==> src/design/u8e_pkg.sv <==
// ----------------------------------------------------------------------------
// u8e_pkg
// Shared types, constants and encoding helpers for the UTF-16 to UTF-8
// encoder.
// ----------------------------------------------------------------------------
package u8e_pkg;

  // input item: one utf-16 code unit and its end-of-string mark
  typedef struct packed {
    logic [15:0] code_unit;
    logic        final_unit;
  } in_item_t;

  // result item: one utf-8 byte and its end-of-string mark
  typedef struct packed {
    logic [7:0] utf8_byte;
    logic       final_byte;
  } out_item_t;

  // work command from front to back
  // pre_v: a held high surrogate is flushed first as a lone 3-byte sequence
  // cur_v: code point cp is encoded next, with last on its final byte
  typedef struct packed {
    logic        pre_v;
    logic [9:0]  pre_bits;
    logic        cur_v;
    logic [20:0] cp;
    logic        last;
  } cmd_t;

  // command queue between front and back
  localparam int unsigned QUEUE_DEPTH = 2;
  localparam int unsigned QUEUE_AW    = (QUEUE_DEPTH > 1) ? $clog2(QUEUE_DEPTH) : 1;
  localparam int unsigned QUEUE_CW    = $clog2(QUEUE_DEPTH + 1);

  // surrogate prefixes (top six bits of the code unit)
  localparam logic [5:0] HIGH_SURR_TAG = 6'b110110;
  localparam logic [5:0] LOW_SURR_TAG  = 6'b110111;

  // offset of the supplementary planes
  localparam logic [20:0] SUPP_BASE = 21'h10000;

  // sequence length codes (byte count minus one)
  localparam logic [1:0] LEN_1 = 2'd0;
  localparam logic [1:0] LEN_2 = 2'd1;
  localparam logic [1:0] LEN_3 = 2'd2;
  localparam logic [1:0] LEN_4 = 2'd3;

  // number of utf-8 bytes for a code point, minus one
  function automatic logic [1:0] seq_len_m1(logic [20:0] cp);
    logic [1:0] len;
    if (cp[20:7] == 14'd0) begin
      len = LEN_1;
    end else if (cp[20:11] == 10'd0) begin
      len = LEN_2;
    end else if (cp[20:16] == 5'd0) begin
      len = LEN_3;
    end else begin
      len = LEN_4;
    end
    return len;
  endfunction

  // byte number idx of the utf-8 sequence of cp
  function automatic logic [7:0] seq_byte(logic [20:0] cp, logic [1:0] len_m1,
                                          logic [1:0] idx);
    logic [1:0] pos;
    logic [7:0] b;
    pos = len_m1 - idx;
    if (idx == 2'd0) begin
      unique case (len_m1)
        LEN_1:   b = {1'b0, cp[6:0]};
        LEN_2:   b = {3'b110, cp[10:6]};
        LEN_3:   b = {4'b1110, cp[15:12]};
        default: b = {5'b11110, cp[20:18]};
      endcase
    end else begin
      // continuation byte, pos counts six-bit groups from the low end
      unique case (pos)
        2'd0:    b = {2'b10, cp[5:0]};
        2'd1:    b = {2'b10, cp[11:6]};
        default: b = {2'b10, cp[17:12]};
      endcase
    end
    return b;
  endfunction

endpackage

==> src/design/utf16_to_utf8_encoder.sv <==
// ----------------------------------------------------------------------------
// utf16_to_utf8_encoder
// UTF-16 code units in, UTF-8 bytes out, with surrogate pairing.
// ----------------------------------------------------------------------------
// Input channel: push a code unit with in_push while in_full is low; the
// final_unit bit marks the end of a string. Result channel: a byte sits on
// out_data while out_empty is low and is taken with out_pop; final_byte is
// set on the last byte of a string.
// The front end pairs surrogates and writes at most one command per unit into a
// two-entry queue; the back end expands a command into bytes, one byte per
// cycle, limited by the single result register.
// A unit gives as many bytes as its code point needs: 1 to 3 for plane 0, 4 for
// a surrogate pair, and 3 more when a held high surrogate is flushed alone.
// A held high surrogate gives no bytes until the next unit arrives.
// The first byte of a unit passes through the command queue and the back-end
// command registers into the result register, behind any earlier queued bytes.
// When the receiver stalls, the result register holds its byte, the back end
// waits, and in_full rises once the command queue has filled.
// Reset (rst_n low, synchronous) empties the queue, drops any held surrogate
// and marks the result register empty.
// ----------------------------------------------------------------------------
module utf16_to_utf8_encoder (
  input  logic               clk,
  input  logic               rst_n,
  input  logic               in_push,
  input  u8e_pkg::in_item_t  in_data,
  output logic               in_full,
  input  logic               out_pop,
  output logic               out_empty,
  output u8e_pkg::out_item_t out_data
);

  logic          q_push;
  u8e_pkg::cmd_t q_wdata;
  logic          q_full;
  logic          q_pop;
  u8e_pkg::cmd_t q_rdata;
  logic          q_empty;

  // front end: classify and pair surrogates
  u8e_front u_front (
    .clk     (clk),
    .rst_n   (rst_n),
    .in_push (in_push),
    .in_data (in_data),
    .q_full  (q_full),
    .q_push  (q_push),
    .q_data  (q_wdata)
  );

  // command queue
  u8e_queue u_queue (
    .clk       (clk),
    .rst_n     (rst_n),
    .push      (q_push),
    .push_data (q_wdata),
    .full      (q_full),
    .pop       (q_pop),
    .pop_data  (q_rdata),
    .empty     (q_empty)
  );

  // back end: byte emission
  u8e_back u_back (
    .clk       (clk),
    .rst_n     (rst_n),
    .q_empty   (q_empty),
    .q_data    (q_rdata),
    .q_pop     (q_pop),
    .out_pop   (out_pop),
    .out_empty (out_empty),
    .out_data  (out_data)
  );

  assign in_full = q_full;

endmodule

==> src/design/u8e_front.sv <==
// ----------------------------------------------------------------------------
// u8e_front
// Accepts code units, tracks a held high surrogate and turns the units into
// work commands for the back end.
// ----------------------------------------------------------------------------
module u8e_front (
  input  logic              clk,
  input  logic              rst_n,
  input  logic              in_push,
  input  u8e_pkg::in_item_t in_data,
  input  logic              q_full,
  output logic              q_push,
  output u8e_pkg::cmd_t     q_data
);

  logic       held_v_r;
  logic       held_v_nxt;
  logic [9:0] held_bits_r;
  logic [9:0] held_bits_nxt;
  logic       accept;
  logic       is_high;
  logic       is_low;
  logic       pair;

  // classify the incoming unit
  always_comb begin
    accept  = in_push && !q_full;
    is_high = in_data.code_unit[15:10] == u8e_pkg::HIGH_SURR_TAG;
    is_low  = in_data.code_unit[15:10] == u8e_pkg::LOW_SURR_TAG;
    pair    = held_v_r && is_low;
  end

  // build the command
  always_comb begin
    q_data.pre_v    = held_v_r && !is_low;
    q_data.pre_bits = held_bits_r;
    q_data.cur_v    = !(is_high && !in_data.final_unit);
    q_data.last     = in_data.final_unit;
    if (pair) begin
      q_data.cp = {1'b0, held_bits_r, in_data.code_unit[9:0]} + u8e_pkg::SUPP_BASE;
    end else begin
      q_data.cp = {5'd0, in_data.code_unit};
    end
    q_push = accept && (q_data.pre_v || q_data.cur_v);
  end

  // held surrogate update
  always_comb begin
    held_v_nxt    = held_v_r;
    held_bits_nxt = held_bits_r;
    if (accept) begin
      held_v_nxt    = is_high && !in_data.final_unit;
      held_bits_nxt = in_data.code_unit[9:0];
    end
  end

  always_ff @(posedge clk) begin
    if (!rst_n) begin
      held_v_r <= 1'b0;
    end else begin
      held_v_r <= held_v_nxt;
    end
  end

  always_ff @(posedge clk) begin
    held_bits_r <= held_bits_nxt;
  end

endmodule

==> src/design/u8e_queue.sv <==
// ----------------------------------------------------------------------------
// u8e_queue
// Short register queue of work commands between the front and back ends.
// ----------------------------------------------------------------------------
module u8e_queue (
  input  logic          clk,
  input  logic          rst_n,
  input  logic          push,
  input  u8e_pkg::cmd_t push_data,
  output logic          full,
  input  logic          pop,
  output u8e_pkg::cmd_t pop_data,
  output logic          empty
);

  u8e_pkg::cmd_t                   mem_r [u8e_pkg::QUEUE_DEPTH];
  logic [u8e_pkg::QUEUE_AW-1:0]    wr_ptr_r;
  logic [u8e_pkg::QUEUE_AW-1:0]    wr_ptr_nxt;
  logic [u8e_pkg::QUEUE_AW-1:0]    rd_ptr_r;
  logic [u8e_pkg::QUEUE_AW-1:0]    rd_ptr_nxt;
  logic [u8e_pkg::QUEUE_CW-1:0]    cnt_r;
  logic [u8e_pkg::QUEUE_CW-1:0]    cnt_nxt;
  logic                            do_push;
  logic                            do_pop;

  localparam logic [u8e_pkg::QUEUE_AW-1:0] LAST_PTR =
    u8e_pkg::QUEUE_AW'(u8e_pkg::QUEUE_DEPTH - 1);
  localparam logic [u8e_pkg::QUEUE_CW-1:0] FULL_CNT =
    u8e_pkg::QUEUE_CW'(u8e_pkg::QUEUE_DEPTH);

  // status
  always_comb begin
    full     = cnt_r == FULL_CNT;
    empty    = cnt_r == '0;
    pop_data = mem_r[rd_ptr_r];
    do_push  = push && !full;
    do_pop   = pop && !empty;
  end

  // pointer and count update
  always_comb begin
    wr_ptr_nxt = wr_ptr_r;
    rd_ptr_nxt = rd_ptr_r;
    cnt_nxt    = cnt_r;
    if (do_push) begin
      wr_ptr_nxt = (wr_ptr_r == LAST_PTR) ? '0 : wr_ptr_r + 1'b1;
    end
    if (do_pop) begin
      rd_ptr_nxt = (rd_ptr_r == LAST_PTR) ? '0 : rd_ptr_r + 1'b1;
    end
    if (do_push && !do_pop) begin
      cnt_nxt = cnt_r + 1'b1;
    end else if (do_pop && !do_push) begin
      cnt_nxt = cnt_r - 1'b1;
    end
  end

  always_ff @(posedge clk) begin
    if (!rst_n) begin
      wr_ptr_r <= '0;
      rd_ptr_r <= '0;
      cnt_r    <= '0;
    end else begin
      wr_ptr_r <= wr_ptr_nxt;
      rd_ptr_r <= rd_ptr_nxt;
      cnt_r    <= cnt_nxt;
    end
  end

  // storage write
  always_ff @(posedge clk) begin
    if (do_push) begin
      mem_r[wr_ptr_r] <= push_data;
    end
  end

endmodule

==> src/design/u8e_back.sv <==
// ----------------------------------------------------------------------------
// u8e_back
// Takes work commands and emits their utf-8 bytes one per cycle, while the
// result register is empty or being popped, into the result register.
// ----------------------------------------------------------------------------
module u8e_back (
  input  logic               clk,
  input  logic               rst_n,
  input  logic               q_empty,
  input  u8e_pkg::cmd_t      q_data,
  output logic               q_pop,
  input  logic               out_pop,
  output logic               out_empty,
  output u8e_pkg::out_item_t out_data
);

  logic               act_r;
  logic               act_nxt;
  logic               pre_r;
  logic               pre_nxt;
  logic [9:0]         pre_bits_r;
  logic [9:0]         pre_bits_nxt;
  logic               cur_v_r;
  logic               cur_v_nxt;
  logic [20:0]        cp_r;
  logic [20:0]        cp_nxt;
  logic               last_r;
  logic               last_nxt;
  logic [1:0]         idx_r;
  logic [1:0]         idx_nxt;
  logic               out_v_r;
  logic               out_v_nxt;
  u8e_pkg::out_item_t out_r;
  u8e_pkg::out_item_t out_nxt;
  logic [20:0]        cpx;
  logic               last_eff;
  logic [1:0]         len_m1;
  logic               step;
  logic               is_end;
  logic               done;

  // select the code point being emitted
  always_comb begin
    cpx      = pre_r ? {5'd0, u8e_pkg::HIGH_SURR_TAG, pre_bits_r} : cp_r;
    last_eff = !pre_r && last_r;
    len_m1   = u8e_pkg::seq_len_m1(cpx);
    step     = act_r && (!out_v_r || out_pop);
    is_end   = idx_r == len_m1;
    done     = step && is_end && (!pre_r || !cur_v_r);
    q_pop    = !q_empty && (!act_r || done);
  end

  // byte sequencer
  always_comb begin
    act_nxt      = act_r;
    pre_nxt      = pre_r;
    pre_bits_nxt = pre_bits_r;
    cur_v_nxt    = cur_v_r;
    cp_nxt       = cp_r;
    last_nxt     = last_r;
    idx_nxt      = idx_r;
    if (step) begin
      if (is_end) begin
        idx_nxt = 2'd0;
        pre_nxt = 1'b0;
      end else begin
        idx_nxt = idx_r + 2'd1;
      end
    end
    if (done) begin
      act_nxt = 1'b0;
    end
    if (q_pop) begin
      act_nxt      = 1'b1;
      pre_nxt      = q_data.pre_v;
      pre_bits_nxt = q_data.pre_bits;
      cur_v_nxt    = q_data.cur_v;
      cp_nxt       = q_data.cp;
      last_nxt     = q_data.last;
      idx_nxt      = 2'd0;
    end
  end

  // result register
  always_comb begin
    out_nxt   = out_r;
    out_v_nxt = out_v_r;
    if (step) begin
      out_nxt.utf8_byte  = u8e_pkg::seq_byte(cpx, len_m1, idx_r);
      out_nxt.final_byte = is_end && last_eff;
      out_v_nxt          = 1'b1;
    end else if (out_pop) begin
      out_v_nxt = 1'b0;
    end
    out_empty = !out_v_r;
    out_data  = out_r;
  end

  always_ff @(posedge clk) begin
    if (!rst_n) begin
      act_r   <= 1'b0;
      pre_r   <= 1'b0;
      idx_r   <= 2'd0;
      out_v_r <= 1'b0;
    end else begin
      act_r   <= act_nxt;
      pre_r   <= pre_nxt;
      idx_r   <= idx_nxt;
      out_v_r <= out_v_nxt;
    end
  end

  always_ff @(posedge clk) begin
    pre_bits_r <= pre_bits_nxt;
    cur_v_r    <= cur_v_nxt;
    cp_r       <= cp_nxt;
    last_r     <= last_nxt;
    out_r      <= out_nxt;
  end

endmodule

==> config.mk <==
export PLATFORM = sky130hd
export DESIGN_NAME = utf16_to_utf8_encoder
export DESIGN_NICKNAME = d
export VERILOG_FILES = /design/src/design/u8e_pkg.sv /design/src/design/utf16_to_utf8_encoder.sv /design/src/design/u8e_front.sv /design/src/design/u8e_queue.sv /design/src/design/u8e_back.sv
export SDC_FILE = /design/constraint.sdc
export NUM_CORES = 1
export LEC_CHECK = 0
export BUFFER_PORTS_ARGS = -buffer_cell sky130_fd_sc_hd__buf_2
export CAP_MARGIN = 20
export CORE_ASPECT_RATIO = 0.75
export CORE_MARGIN = 10
export CORE_UTILIZATION = 55
export DETAILED_ROUTE_END_ITERATION = 7
export PLACE_DENSITY = 0.73
export SETUP_SLACK_MARGIN = 0.2
export SLEW_MARGIN = 20
export SYNTH_ARGS = -nofsm -noshare
export SYNTH_HDL_FRONTEND = slang
export SYNTH_HIERARCHICAL = 1
export SYNTH_SLANG_ARGS = --single-unit
==> constraint.sdc <==
create_clock -name clk -period 12.3 [get_ports clk]
set_input_delay 1.23 -clock clk [delete_from_list [all_inputs] [get_ports clk]]
set_output_delay 1.23 -clock clk [all_outputs]
set_load 0.02 [all_outputs]
After elaboration in Yosys (flattened, before gate mapping)
Memory sizes are Yosys's and may differ from the RTL's. A register that Yosys moved wholly into a read port is not among the register bits. Cells that the tools add are included.

RAM bits: 68. Bits of input ports: 21. Memories kept: 1. Flip-flop bits (word level): 62. Word-level logic and storage cells: 99.

Equal/unequal tests: 7. Reductions and logical operators: 44. Bitwise gates (word level): 1. $add $sub $neg: 7. Muxes and demuxes: 24.

Memory list: u_queue.mem_r (depth 2, bits a word 34, rd ports 1, clocked after Yosys merged registers in 1, write ports 1, line u8e_queue.sv:16) `u8e_pkg::cmd_t mem_r [u8e_pkg::QUEUE_DEPTH];`.

Operator list (number): $mux 21 (2); $pmux 8 s3 (1); $add 20x17->21 const B (1); $logic_and 1x1->1 (15); $logic_not 14->1 (1); $mux 1 (14); $eq 6x6->1 const B (2); $pmux 6 s2 (1); $logic_not 1->1 (11); $logic_not 10->1 (1); $mux 2 (5); $reduce_bool 2->1 (5); $logic_not 2->1 (4); $mux 8 (1); $logic_not 5->1 (1); $add 2x1->2 const B (2); $eq 2x1->1 const B (2); $eq 2x2->1 const B (2); $logic_or 1x1->1 (4); $add 1x1->1 const B (2); $eq 2x2->1 (1); $reduce_and 2->1 (1); $reduce_or 2->1 (1); $sub 2x1->2 const B (1); 2 further kinds (2).

Depth between registers and ports, before layout
Gate-level depths: netlist of run 1.

Depth in word-level cells: 14. Mapped depth: 16.

Modules after synthesis
The synthesis of run 1 kept the hierarchy.

Modules (own cells, without submodules): u8e_queue (cells an instance 131, area an instance 2686.3 µm², seq. area each 2142.1 µm², instances 1); u8e_back (cells an instance 166, area an instance 2240.9 µm², seq. area each 1361.3 µm², instances 1); u8e_front (cells an instance 53, area an instance 630.6 µm², seq. area each 320.3 µm², instances 1).

Worst setup path after synthesis of run 1
OpenSTA, ideal clock, no wires.

Path type: reg-to-reg. Start: register u_back.pre_r. End: register u_queue/cnt_r[1] in the netlist's numbering. Arrival: 4.160 ns. Period minus slack after synthesis: 4.230 ns. Cell stages (with the launch flop): 16. Path buffers: 4. Required time: 12.230 ns. Slack: 8.070 ns. Path through: dfxtp_1 buf_6 buf_2 inv_1 nor4_1 a21oi_1 a21oi_1 ha_1 clkbuf_1 clkbuf_1 a31o_2 and2_1 o21ai_1 ha_1 or3_1 a21boi_1.

Word-level cells in the longest chain between the ends: 14. Elaborated cells on any way between the ends: 20. Those cells by class: 1 x eq/ne; 5 x mux; 14 x reduce/logical.

Ends and longest elaborated chain: start: declaration (line u8e_back.sv:19) `logic pre_r;`; start signal: assignment (line u8e_back.sv:107) `pre_r <= pre_nxt;`; $mux 21 (line u8e_back.sv:44) `cpx = pre_r ? {5'd0, u8e_pkg::HIGH_SURR_TAG, pre_bits_r} : cp_r;`; $logic_not 5->1 (line u8e_pkg.sv:56) `end else if (cp[20:16] == 5'd0) begin`; $mux 1 (line u8e_pkg.sv:56); $mux 2 (line u8e_pkg.sv:54) `end else if (cp[20:11] == 10'd0) begin`; $mux 2 (line u8e_pkg.sv:52) `if (cp[20:7] == 14'd0) begin`; $eq 2x2->1 (line u8e_back.sv:48) `is_end = idx_r == len_m1;`; $logic_and 1x1->1 (line u8e_back.sv:49) `done = step && is_end && (!pre_r || !cur_v_r);`; $logic_and 1x1->1 * (line u8e_back.sv:49); $logic_or 1x1->1 * (line u8e_back.sv:50) `q_pop = !q_empty && (!act_r || done);`; $logic_and 1x1->1 * (line u8e_back.sv:50); named net q_pop (line utf16_to_utf8_encoder.sv:36) `logic q_pop;`; $logic_and 1x1->1 * (line u8e_queue.sv:37) `do_pop = pop && !empty;`; $logic_not 1->1 (line u8e_queue.sv:51) `if (do_push && !do_pop) begin`; $logic_and 1x1->1 (line u8e_queue.sv:51); $mux 2 / $reduce_bool 2->1 (equally long branches); end signal: assignment (line u8e_queue.sv:66) `cnt_r <= cnt_nxt;`; end: declaration (line u8e_queue.sv:21) `logic [u8e_pkg::QUEUE_CW-1:0] cnt_r;`.

Mark *: on every way through the listed nets, which the timed path passes. The rest lies on a longest branch. A chain may end at the register's enable or synchronous reset.

Worst setup path in the final report of run 1
Ends and elaborated chain as after synthesis.

==> impl_metrics.toml, run 1 <==
[outcome]
status = "completed"

[sta]
max_slew.worst_pin.slew_ns = 1.02
slew_viol_final = 0
relSlewSlack_pct = 31.7
finalHoldViolCount = 0
hold_ws_ns = 0.481
setup_viol = 0
fin_crit_sh_pct = 34.3
period_needed_ns = 4.22
fin_setup_tns_ns = 0
fmax_ghz = 0.237
rsz0062_at_grt = "false"
finClkSkew_ns = 0.00674

[critical_path]
max_stage_delay_ns = 0.99
crit_family = "compound AO/OA/AOI/OAI gates"
worstPathMaxFanout = 25
slowest_stage = "dfxtp_1"
crit_path_start_kind = "flop"
crit_path_end_kind = "flop"
critical_path_required_ns = 12.64
arrival_ns = 4.56
worst-path-buf-inv = 1
crit_chain = "inv_1 > nor4_1 > a21oi_1 > a21oi_1 > ha_1 > a31o_2 > and2_1 > o21ai_1 > ha_1 > or3_1 > a21boi_1"
critPathKind = "flop to flop"

[cells_and_area]
final_cell_mix = "120 x edfxtp_1, 39 x mux2_2, 31 x buf_2, 17 x clkbuf_16, 13 x a21oi_1"
mostFrequentLayoutCell = "edfxtp_1"
syn_to_final_growth_pct = 13.8
stdcell_count = 525
drive_above_1_share_pct = 30.8
antenna_cells = 0
fillers = 734
nets = 410

[synthesis]
synthMuxAreaShare_pct = 11.0
synthDominantCellAreaShare_pct = 64.8
synth_edf_count = 120
synth-adder-area-share_pct = 2.03
synth_compound_gate_area_share_pct = 6.62
synth-async-reset-ratio_pct = 0
yosys-top-cells-area = "edfxtp_1 65%, mux2_2 7.9%, dfxtp_1 4.0%"
synth_top_family_by_area = "multiplexers"
synth_ff_type = "edfxtp_1"
syn_area_per_cell_um2 = 15.9
syn-cell-area_mm2 = 0.00556
synth-seq-cells = 131
syn_nets = 380
synth_warnings = 6
syn_inst = 350
post-synth-top-area-cell = "edfxtp_1"
synth_cell_types = 61
synthXorXnorAreaFrac_pct = 1.60
synth-simple-area-share_pct = 6.06
synth_seq_area_share_pct = 68.8

[pwr]
combPwrFrac_pct = 24.5
internal-power_w = 0.00109
vdd_drop_max_mv = 0.119
p_seq_share_pct = 45.0
clockPowerShare_pct = 30.5
p_leak_nw = 2.19
switchingPower_w = 0.000467
p_per_area_mw_per_mm2 = 246
swShare_pct = 30.0

[cts]
cts.path.max_buffers = 2
cts_post_setup_buffers_inserted = 0
htree_levels = 4
cts_tree = "yes"
cts_sinks = 131
numCtsBuffers = 17
clk-insertion-delay-late_ns = 0.41
clock-root-buffer = "clkbuf_16"
path_clk_slew_ns = 0.06
cts_resized = 0
hold_buffers = 0

[place]
dp_hpwl_um = 6580
gp_congestion = 0.847
dpl.cell_count = 493
numPortBuffers = 31

[drt]
dr.first_iter.drc_count = 271
routedWlPerCell_um = 19.2
dr_total_vias = 2928
drc = 0
drt-total-wl_um = 10100
first_pass_iters = 5
via_per_inst = 5.58
detail-route-antenna-nets = 0

[grt]
grt_start_max_net_pins = 36
overflow = 0
antenna_found_initial = 0
first_global_vias = 2921
gr-usage-all-layers_pct = 14.7
grt_pass1_wl_um = 16200

[die]
dieHeight_um = 107
io_pins = 32
start_util_pct = 56.9
die-area_mm2 = 0.0146
die_x_um = 136
design.core.area_mm2 = 0.00977
row_count = 31

[hold_path]
hold_path.class = "flop to flop"

[run]
maxCapViolCount = 0
==> cells in the mapped netlist, types with 3 or more instances <==
cell type  count
nand2_1        8
a211oi_1       5
clkbuf_1       6
o21ai_0        6
mux4_2         3
nor2_1        12
ha_1           9
buf_4         14
dfxtp_1       11
a21oi_1       13
xnor2_1        5
edfxtp_1     120
nand3_1        6
mux2_2        39
mux2i_1        6
nor3_1         6
inv_1         11
nor2b_1        5
o21a_1         4
and2_1         5
mux2_4         3
a222oi_1       3
nand2b_1       3
a21boi_0       3
buf_2          3
==> per-layer routing <==
metal | track usage, % | wire length (µm)
met5 | 0 | 0
met3 | 4.99 | 740
met4 | 6.83 | 157
met1 | 19.6 | 4650
met2 | 21.2 | 4560
==> sequential cells by signal (all words and copies together) (netlist names), named ones only <==
name / flops
u_back/act_r: 1
u_queue/rd_ptr_r: 1
u_back/cur_v_r: 1
u_queue/mem_r: 68
u_back/idx_r: 2
u_back/out_data: 9
u_back/pre_r: 1
u_queue/cnt_r: 2
u_back/last_r: 1
u_back/pre_bits_r: 10
u_front/held_bits_r: 10
u_back/cp_r: 21
u_front/held_v_r: 1
u_queue/wr_ptr_r: 1
u_back/out_v_r: 1
==> cell families after synthesis <==
group,after synthesis
muxes,51
buffers and inverters,38
xor gates and xnor gates,8
DFF,131
adders and majority gates,9
and+or+nand+nor,60
AOI/OAI and AO/OA,53
==> worst reg2reg max path, cell delays in order (launching register included) <==
cell and delay (ns):
dfxtp_1 0.99, inv_1 0.44, nor4_1 0.36, a21oi_1 0.08
a21oi_1 0.39, ha_1 0.52, a31o_2 0.31, and2_1 0.16
o21ai_1 0.12, ha_1 0.30, or3_1 0.35, a21boi_1 0.13
==> power by group through the flow <==
stage | Combinational (W) | Clock, W | Sequential, W
detailed placement | 0.000382 | 0 | 0.000708
finish | 0.000382 | 0.000475 | 0.000701
global route | 0.000419 | 0.000505 | 0.000711
CTS | 0.000385 | 0.000484 | 0.000700
global placement | 0.000376 | 0 | 0.000705
floorplan | 0.000283 | 0 | 0.000696
==> final cells by class <==
type | instances | area, µm² | share of cell area [%]
sequential | 131 | 3820 | 60.5
multi-input combinational | 181 | 1520 | 24.1
clock buffer | 18 | 429 | 6.79
timing repair buffer | 36 | 193 | 3.05
tap | 132 | 165 | 2.61
clock inverter | 14 | 138 | 2.18
inverter | 13 | 51.3 | 0.811
==> path summary, 6_finish.rpt <==
kind	from	end	slack, ns	cells past startpoint
hold / removal	u_front/held_bits_r[3]	u_queue/mem_r[1][26]	0.48	0
setup / recovery	u_back/pre_r	u_queue/cnt_r[1]	8.08	11
hold reg to reg	u_front/held_bits_r[3]	u_queue/mem_r[1][26]	0.48	0
setup reg to reg	u_back/pre_r	u_queue/cnt_r[1]	8.08	11
==> per-stage QoR <==
stage | worst slack (ns) | utilization, % | area (µm²) | total power, W
floorplan | 8.07 | - | 5560 | 0.000979
global placement | 8.32 | 58.9 | 5760 | 0.00108
detailed placement | 8.16 | 58.9 | 5760 | 0.00109
CTS | 8.16 | 64.7 | 6320 | 0.00157
global route | 7.77 | 64.7 | 6320 | 0.00164
finish | 8.08 | 64.7 | 6320 | 0.00156
(Power assumes the default switching activity.)
==> inputs of run 2 (changes only) <==
--- a/config.mk
+++ b/config.mk
@@ -9,9 +9,9 @@
 export CAP_MARGIN = 20
 export CORE_ASPECT_RATIO = 0.75
 export CORE_MARGIN = 10
-export CORE_UTILIZATION = 55
+export CORE_UTILIZATION = 54
 export DETAILED_ROUTE_END_ITERATION = 7
-export PLACE_DENSITY = 0.73
+export PLACE_DENSITY = 0.75
 export SETUP_SLACK_MARGIN = 0.2
 export SLEW_MARGIN = 20
 export SYNTH_ARGS = -nofsm -noshare
==> constraint.sdc (replaced) <==
create_clock -name clk -period 3.75 [get_ports clk]
set_input_delay 0.375 -clock clk [delete_from_list [all_inputs] [get_ports clk]]
set_output_delay 0.375 -clock clk [all_outputs]
set_load 0.02 [all_outputs]
==> impl_metrics.toml, run 2 (synthesis results as in run 1) <==
[outcome]
status = "completed"

[sta]
setup_viol = 0
fin_setup_tns_ns = 0
max_slew.worst_pin.slew_ns = 0.520
hold_ws_ns = 0.168
finalHoldViolCount = 0
rsz0062_at_grt = "false"
finClkSkew_ns = 0.00564
slew_viol_final = 0
period_needed_ns = 3.08
fmax_ghz = 0.325
fin_crit_sh_pct = 82.1
relSlewSlack_pct = 65.3

[drt]
drt-total-wl_um = 10100
drc = 0
dr.first_iter.drc_count = 240
routedWlPerCell_um = 19.2
detail-route-antenna-nets = 0
first_pass_iters = 5
dr_total_vias = 2984
via_per_inst = 5.66

[critical_path]
crit_chain = "nor4_1 > a21oi_1 > a21oi_1 > ha_1 > a31o_2 > and2_4 > o21ai_1 > ha_1 > or3_1 > a21boi_1"
max_stage_delay_ns = 0.42
critPathKind = "flop to flop"
crit_path_end_kind = "flop"
slowest_stage = "edfxtp_1"
worstPathMaxFanout = 5
arrival_ns = 3.41
critical_path_required_ns = 4.08
crit_path_start_kind = "flop"

[cts]
clock-root-buffer = "clkbuf_16"
path_clk_slew_ns = 0.06
htree_levels = 4
cts_sinks = 131
hold_buffers = 0
numCtsBuffers = 17
clk-insertion-delay-late_ns = 0.41
cts.path.max_buffers = 2
cts_post_setup_buffers_inserted = 0
cts_tree = "yes"
cts_resized = 0

[cells_and_area]
stdcell_count = 527
nets = 412
largest_register = "u_queue/mem_r"
regArea_mm2 = 0.00382
drive_above_1_share_pct = 32.2
fillers = 720
antenna_cells = 0
mostFrequentLayoutCell = "edfxtp_1"
syn_to_final_growth_pct = 14.3
final_cell_mix = "120 x edfxtp_1, 39 x mux2_2, 31 x buf_2, 17 x clkbuf_16, 13 x a21oi_1"
finish.utilization_pct = 64.5
multiInputGateArea_mm2 = 0.00153
biggestRegsByFlops = "u_queue/mem_r (68), u_back/cp_r (21)"
largest_register_ffs = 68

[grt]
first_global_vias = 3042
grt_pass1_wl_um = 16200
grt_start_max_net_pins = 36
overflow = 0
antenna_found_initial = 0
grtUsageMet2_pct = 22.0
globalRouteMet1Util_pct = 18.9
use_met3_pct = 4.90
busiest_layer = "met2"
gr-usage-all-layers_pct = 14.5

[die]
die_x_um = 137
start_util_pct = 56.4
io_pins = 32
row_count = 31
die-area_mm2 = 0.0148
dieHeight_um = 108
design.core.area_mm2 = 0.00985

[place]
numPortBuffers = 31
dpl.cell_count = 495
gp_congestion = 0.898
dp_hpwl_um = 6660

[hold_path]
hold_path.class = "primary input to flop"

[pwr]
p_leak_nw = 2.21
p_per_area_mw_per_mm2 = 814
vdd_drop_max_mv = 0.388

[run]
maxCapViolCount = 0
-- run 2: layout make-up --
class | instances | area share (%)
clock inverter | 14 | 2.38
sequential | 131 | 60.2
tap | 132 | 2.60
inverter | 13 | 0.807
multi-input combinational | 181 | 24.0
clock buffer | 18 | 6.75
timing repair buffer | 38 | 3.27
-- run 2: path summary, 6_finish.rpt --
check / start / cells after the start / slack [ns] / to
hold reg to reg: u_front/held_bits_r[3] / 0 / 0.48 / u_queue/mem_r[0][26]
setup reg to reg: u_back/cp_r[7] / 10 / 0.67 / u_queue/cnt_r[1]
setup / recovery: u_back/cp_r[7] / 10 / 0.67 / u_queue/cnt_r[1]
hold / removal: in_data[6] / 1 / 0.17 / u_queue/mem_r[1][6]
-- run 2: metrics by stage --
step	total power, W	cell area [µm²]	worst slack [ns]
after floorplan	0.00322	5560	0.223
after global placement	0.00356	5770	0.852
after detailed placement	0.00360	5770	0.715
after CTS	0.00521	6350	0.686
after global routing	0.00543	6350	0.527
final	0.00517	6350	0.670
-- run 2: where the power goes --
part           switching [W]  internal, W  leakage [nW]
clock               0.000608     0.000984         0.272
sequential          0.000171      0.00210          1.21
combinational       0.000786     0.000521         0.729
-- run 2: routing by layer --
metal	share of wire, %	up-vias
met5	0	-
met4	1.1	0
met3	7.1	11
met2	47	107
met1	45	1465
li1	-	1401
-- run 2: critical path: cells and delay by family (launching register included) --
family          cells  cell delay, ns
compound gates      5            1.06
fa+ha+maj           2            0.63
flops               1            0.42
simple gates        3            0.90
